[src/rtl/afct_ram.sv]
module afct_ram #(
  parameter int WIDTH = 32,
  parameter int DEPTH = 8
) (
  input  logic                                   clk,
  input  logic                                   we,
  input  logic [(DEPTH > 1 ? $clog2(DEPTH) : 1)-1:0] waddr,
  input  logic [WIDTH-1:0]                       wdata,
  input  logic [(DEPTH > 1 ? $clog2(DEPTH) : 1)-1:0] raddr,
  output logic [WIDTH-1:0]                       rdata
);

  logic [WIDTH-1:0] mem [DEPTH];

  always_ff @(posedge clk) begin
    if (we) begin
      mem[waddr] <= wdata;
    end
    rdata <= mem[raddr];
  end

endmodule

[config.mk]
export PLATFORM = sky130hd
export DESIGN_NAME = afct_ram
export DESIGN_NICKNAME = d
export VERILOG_FILES = /design/src/rtl/afct_ram.sv
export SDC_FILE = /design/constraint.sdc
export NUM_CORES = 1
export LEC_CHECK = 0
export ABC_AREA = 1
export BUFFER_PORTS_ARGS = -buffer_cell sky130_fd_sc_hd__buf_2
export CORE_UTILIZATION = 45
export DETAILED_ROUTE_END_ITERATION = 8
export PLACE_DENSITY = 0.64
export SYNTH_ARGS = -nofsm -noshare
export SYNTH_HDL_FRONTEND = slang
export SYNTH_SLANG_ARGS = --single-unit
[constraint.sdc]
create_clock -name clk -period 5.7 [get_ports clk]
set_input_delay 1.14 -clock clk [delete_from_list [all_inputs] [get_ports clk]]
set_output_delay 1.14 -clock clk [all_outputs]
set_load 0.03 [all_outputs]
Yosys cells after proc, flatten, opt, wreduce, memory -nomap -nowiden

Memories as Yosys holds them, arrays and structs flattened. A register that Yosys moved wholly into a read port is not among the register bits.
Index checks and enable logic that the tools add are counted.

Register bits: 0
Bits in writable memories: 256
Bits of input ports: 40
Output and inout bits: 32
Word-level logic and storage cells: 3
Memories: 1

Multiplexer cells: 2

Memories:

| name | depth | bits a word | rd ports | clocked after memory_dff | write ports | RTL line | text |
|---|---|---|---|---|---|---|---|
| mem  | 8     | 32          | 1        | 1                        | 1           | 13       | `logic [WIDTH-1:0] mem [DEPTH];` |

Operator list:

| operator         | count |
|---|---|
| 1-bit 2-to-1 mux | 2 |

Logic depth before layout (Yosys ltp)

Gate-level depths: netlist (run 1).

Depth after elaboration: 2
Mapped depth: 8
Mapped depth without buffers: 6

Worst setup path before layout (run 1)

No wires, ideal clock.

Kind: in2reg
From: input port waddr[0] (netlist name)
To: memory mem[0][0] (enable)
Library setup time: 421 ps
Arrival: 2636 ps
Data required time: 5279 ps
Setup slack: 2643 ps
Cell stages on the path: 3
Path buffers: 0
Cells stage by stage: inv_1 > nand2_1 > nor2_1

RTL lines:

| item               | RTL line | text |
|---|---|---|
| start: declaration | 7        | `input logic [(DEPTH > 1 ? $clog2(DEPTH) : 1)-1:0] waddr,` |
| end: declaration   | 13       |  |

No word-level cell before the write port.

==> flow_summary.toml, run 1 <==
[pwr]
switchingPower_mw = 1.032
powerDensity_mw_per_mm2 = 348.6
comb_power_share_pct = 6.9
p_leak_nw = 6.245
power_mw = 4.718
p_sw_share_pct = 21.88
p_int_mw = 3.685
p_seq_share_pct = 50.9
peakVddDrop_mv = 0.1980
p_clk_share_pct = 42.2

[yosys]
synth_cells = 1156
synth_area_per_cell_um2 = 10.27
synth_top_area_share_pct = 64.75
syn_nets = 1196
synthTopCellsByArea = "edfxtp_1 (65%), nand2_1 (13%), inv_1 (8.2%)"
yosys.area.top_type = "edfxtp_1"
ys_ff_latch = 288
syn_area_mm2 = 0.01187
yosys_warnings = 0
synth_cell_types = 12
synth_seq_area_share_pct = 70.14

[place]
gp_congestion = 0.7076
dp_cells = 1528
dp_hpwl_mm = 11.81
numPortBuffers = 71
placed_cell_area_mm2 = 0.01251
preCtsSetupSlack_ns = 2.412

[setup_path]
arrival_ns = 3.17
crit_type = "input port to flop"
end_kind = "flop"
crit_fanout = 92
start_kind = "input port"
cp_data_required_time_ns = 6.14

[layout]
instances_no_fill = 1584
final_util_pct = 52.08
syn_to_final_growth_pct = 13.97
layout-drive-gt1-share_pct = 11.29
n_fill_cell = 2272
final_cell_mix = "nand2_1 (422), inv_1 (260), edfxtp_1 (256), nand3_1 (128), buf_2 (70)"
fin_nets = 1265
layout_commonest_cell = "nand2_1"
final_area_mm2 = 0.01353
diodes = 0

[grt]
globalRouteTotalUtil_pct = 18.11
grt_pass1_wl_mm = 37.15
grt_max_degree = 93
grt_pass1_vias = 7135
grt_overflow = 0
antenna_found_initial = 2

[die]
die_h_um = 164.4
rows = 59
io_pins = 72
initial_utilization_pct = 45.69
die-area_mm2 = 0.02704
core_mm2 = 0.02598
die_w_um = 164.4

[cts]
clk-insertion-delay-late_ns = 0.55
cts_buffer_depth = 3
root_buffer = "clkbuf_16"
postCtsSetupRepairBufs = 0
clock-sinks = 288
cts_buffers = 30
cts_tree = "yes"
clk_pin_slew_ns = 0.06
cts.htree.levels = 1
cts_resized = 0
holdBufCountCts = 0

[route]
antenna_left = 0
routed_wl_mm = 23.67
via_count = 7317
drt_pass1_iterations = 4
wire_per_inst_um = 14.94
drc = 0
routed_via_density = 4.619
drtIter0Drc = 370

[sta]
worst_slew_pin_slew_ns = 0.9901
fin_crit_ns = 2.726
setup_tns_ns = 0
finalClockSkew_ns = 0.008760
holdWs_ns = 0.6256
setup_viol = 0
timing.fmax_mhz = 366.9
fin_ws_ns = 2.974
rsz0062_at_grt = "no"
hold_viol_final = 0
slew_headroom_pct = 33.99
final-max-slew-violation-count = 0
post-route-period-util_pct = 47.82

[job]
cap_violations = 0

[status]
outcome = "finished clean"

[hold_path]
hp-class = "flop to flop"
[registers in the layout, summed over array words and instances, names as in the netlist]
name,flops
mem,256
rdata,32
[layout make-up]
type	count	area [um^2]	area share [%]
clock buffers	42	847.1	6.260
flip-flops and latches	288	8328	61.54
well taps	335	419.2	3.098
inverters	262	985.9	7.286
repair buffers	85	462.9	3.421
clock inverters	14	173.9	1.285
multi-input cells	558	2315	17.11
[kinds of logic (layout without fill, tap and decap cells)]
kind of cell	after synthesis	in the layout	share of synthesized area, %
and+or+nand+nor	558	558	18.99
buffers and inverters	310	403	10.87
DFF	288	288	70.14
[synth_stat cells, drive strengths merged]
| cell type | instances |
|---|---|
| clkbuf | 7 |
| nand2 | 422 |
| dfxtp | 32 |
| buf | 41 |
| nor2 | 8 |
| nand3 | 128 |
| inv | 262 |
| edfxtp | 256 |
[power groups by stage]
stage                     Clock [mW]  Sequential [mW]  Combinational, mW
final                           1.99             2.40              0.324
after floorplan                    0             2.50              0.170
after global routing            2.10             2.41              0.365
after detailed placement           0             2.45              0.328
after CTS                       2.03             2.40              0.329
after global placement             0             2.45              0.321
[path summary, 6_finish.rpt]
kind	slack [ns]	start	cells past startpoint	end
worst max-delay path	2.97	raddr[0]	8	rdata[20]
worst max register to register	4.75	mem[4][8]	6	rdata[8]
worst min register to register	0.63	mem[0][15]	6	rdata[15]
worst min-delay path	0.63	mem[0][15]	6	rdata[15]
[per-layer routing]
| layer | up-vias | GRT usage [%] | share of wire [%] | wire length (um) |
|---|---|---|---|---|
| li1 | 3718 | - | - | - |
| met5 | - | 0 | 0 | 0 |
| met3 | 33 | 2.988 | 5.3 | 1245 |
| met1 | 3401 | 23.87 | 45 | 10650 |
| met4 | 0 | 4.837 | 1.7 | 406 |
| met2 | 165 | 31.07 | 48 | 11360 |
[worst max-delay path: stages]
cell and delay (ns):
buf_4 0.30, inv_4 0.78, buf_4 0.51, nand2_1 0.10
nand3_1 0.09, nand2_1 0.06, nand2_1 0.05, nand2_1 0.06
Power figures use the tool's default switching activity.
==> run 2: changes to the inputs <==
==> constraint.sdc (replaced) <==
create_clock -name clk -period 2.55 [get_ports clk]
set_input_delay 0.51 -clock clk [delete_from_list [all_inputs] [get_ports clk]]
set_output_delay 0.51 -clock clk [all_outputs]
set_load 0.03 [all_outputs]
==> flow_summary.toml, run 2 (same netlist as run 1, synthesis figures left out) <==
[status]
outcome = "finished clean"

[setup_path]
crit_type = "flop to primary output"
rrSetupSlack_ns = 1.66
ff2ff_path_depth = 6
cp_data_required_time_ns = 2.04
start_kind = "flop"
slowest_delay_ns = 0.39
worstPathCellList = "buf_2"
r2r-end = "rdata[12]"
crit_fanout = 1
arrival_ns = 1.14
critPathSlowestCell = "dfxtp_1"
end_kind = "primary output"
regToRegStartpoint = "mem[7][12]"
crit_family = "flip-flops"
crit_buf_inv = 1

[route]
routed_wl_mm = 24.26
wire_per_inst_um = 15.32
drtIter0Drc = 605
drt_pass1_iterations = 4
antenna_left = 0
drc = 0
via_count = 7357
routed_via_density = 4.645

[place]
dp_hpwl_mm = 12.54
gp_congestion = 0.7300
dp_cells = 1530
preCtsSetupSlack_ns = 0.6703
numPortBuffers = 71

[sta]
post-route-period-util_pct = 64.52
rsz0062_at_grt = "no"
timing.fmax_mhz = 607.8
fin_ws_ns = 0.9047
finalClockSkew_ns = 0.01727
hold_viol_final = 0
final-max-slew-violation-count = 0
setup_tns_ns = 0
setup_viol = 0
worst_slew_pin_slew_ns = 0.6161
fin_crit_ns = 1.645
slew_headroom_pct = 58.93

[cts]
cts_buffers = 29
cts_buffer_depth = 3
cts_tree = "yes"
postCtsSetupRepairBufs = 0
root_buffer = "clkbuf_16"
cts.htree.levels = 1
clk_pin_slew_ns = 0.06
clk-insertion-delay-late_ns = 0.54
holdBufCountCts = 0
cts_resized = 0
clock-sinks = 288

[hold_path]
min_path_cells = 1
hp-start = "wdata[1]"
min_to = "mem[3][1]"
hp-class = "input port to flop"

[job]
cap_violations = 0

[layout]
fin_nets = 1266
largest_register = "mem"
layout-drive-gt1-share_pct = 11.38
ff_latch_area_mm2 = 0.008328
n_fill_cell = 2262
largest_register_ffs = 256
largest_registers = "mem x256, rdata x32"
syn_to_final_growth_pct = 14.80
final_cell_mix = "nand2_1 (422), inv_1 (260), edfxtp_1 (256), nand3_1 (128), buf_2 (70)"
multiInputGateArea_mm2 = 0.002315
layout_commonest_cell = "nand2_1"
instances_no_fill = 1584

[die]
die-area_mm2 = 0.02704
die_w_um = 164.4
rows = 59
initial_utilization_pct = 45.69
die_h_um = 164.4
core_mm2 = 0.02598
io_pins = 72

[pwr]
peakVddDrop_mv = 0.4744
powerDensity_mw_per_mm2 = 764.2
p_leak_nw = 6.277

[grt]
antenna_found_initial = 1
grt_pass1_vias = 7130
grt_max_degree = 129
globalRouteTotalUtil_pct = 18.62
grt_overflow = 0
grt_pass1_wl_mm = 38.54
## run 2: cell count changes in the layout (fill, tap and decap cells not counted), sizes merged
cell / before / now
buf: 85 / 87
clkbuf: 42 / 43
bufinv: 4 / 3
diode: 0 / 1
clkinv: 8 / 6
clkinvlp: 1 / 0
## run 2: how the worst max path moves through the flow
stage,startpoint,end,slack (ns),depth (start not counted)
after detailed placement,waddr[0],mem[2][25],0.67,5
after global placement,waddr[0],mem[6][19],0.69,5
after floorplan,waddr[0],mem[0][0],0.12,3
after CTS,rdata[8],rdata[8],0.88,1
after global routing,rdata[17],rdata[17],0.86,1
final,rdata[5],rdata[5],0.90,1
## run 2: layout make-up
cell class                 instances  area share [%]
sequential                       288           61.10
timing repair buffer              87           4.425
antenna                            1         0.01836
multi-input combinational        558           16.98
inverter                         262           7.234
clock buffer                      43           6.224
tap                              335           3.075
clock inverter                    10          0.9364
## run 2: metrics by stage
step	cell area [um^2]	util [%]	hold WS [ns]	power, mW
6_report	13630	52.45	0.2366	10.42
5_1_grt	13630	52.45	0.2296	10.79
4_1_cts	13630	52.44	0.2210	10.52
3_5_place_dp	12650	48.69	0.6123	6.240
3_3_place_gp	12650	48.69	0.6038	6.226
2_1_floorplan	11870	-	0.5870	5.958
## run 2: report_power, final
| part | internal, mW | switching (mW) | leakage, nW |
|---|---|---|---|
| Clock | 2.59 | 1.70 | 0.484 |
| Sequential | 5.33 | 0.0478 | 2.60 |
| Combinational | 0.214 | 0.539 | 3.20 |
| Total | 8.13 | 2.28 | 6.28 |
## run 2: metal layers
| metal | routed length [um] | vias up | global-route usage, % | share of wire (%) |
|---|---|---|---|---|
| li1 | - | 3724 | - | - |
| met1 | 11040 | 3429 | 26.27 | 46 |
| met2 | 11540 | 171 | 30.48 | 48 |
| met3 | 1340 | 33 | 2.587 | 5.5 |
| met4 | 337 | 0 | 4.712 | 1.4 |
| met5 | 0 | - | 0 | 0 |
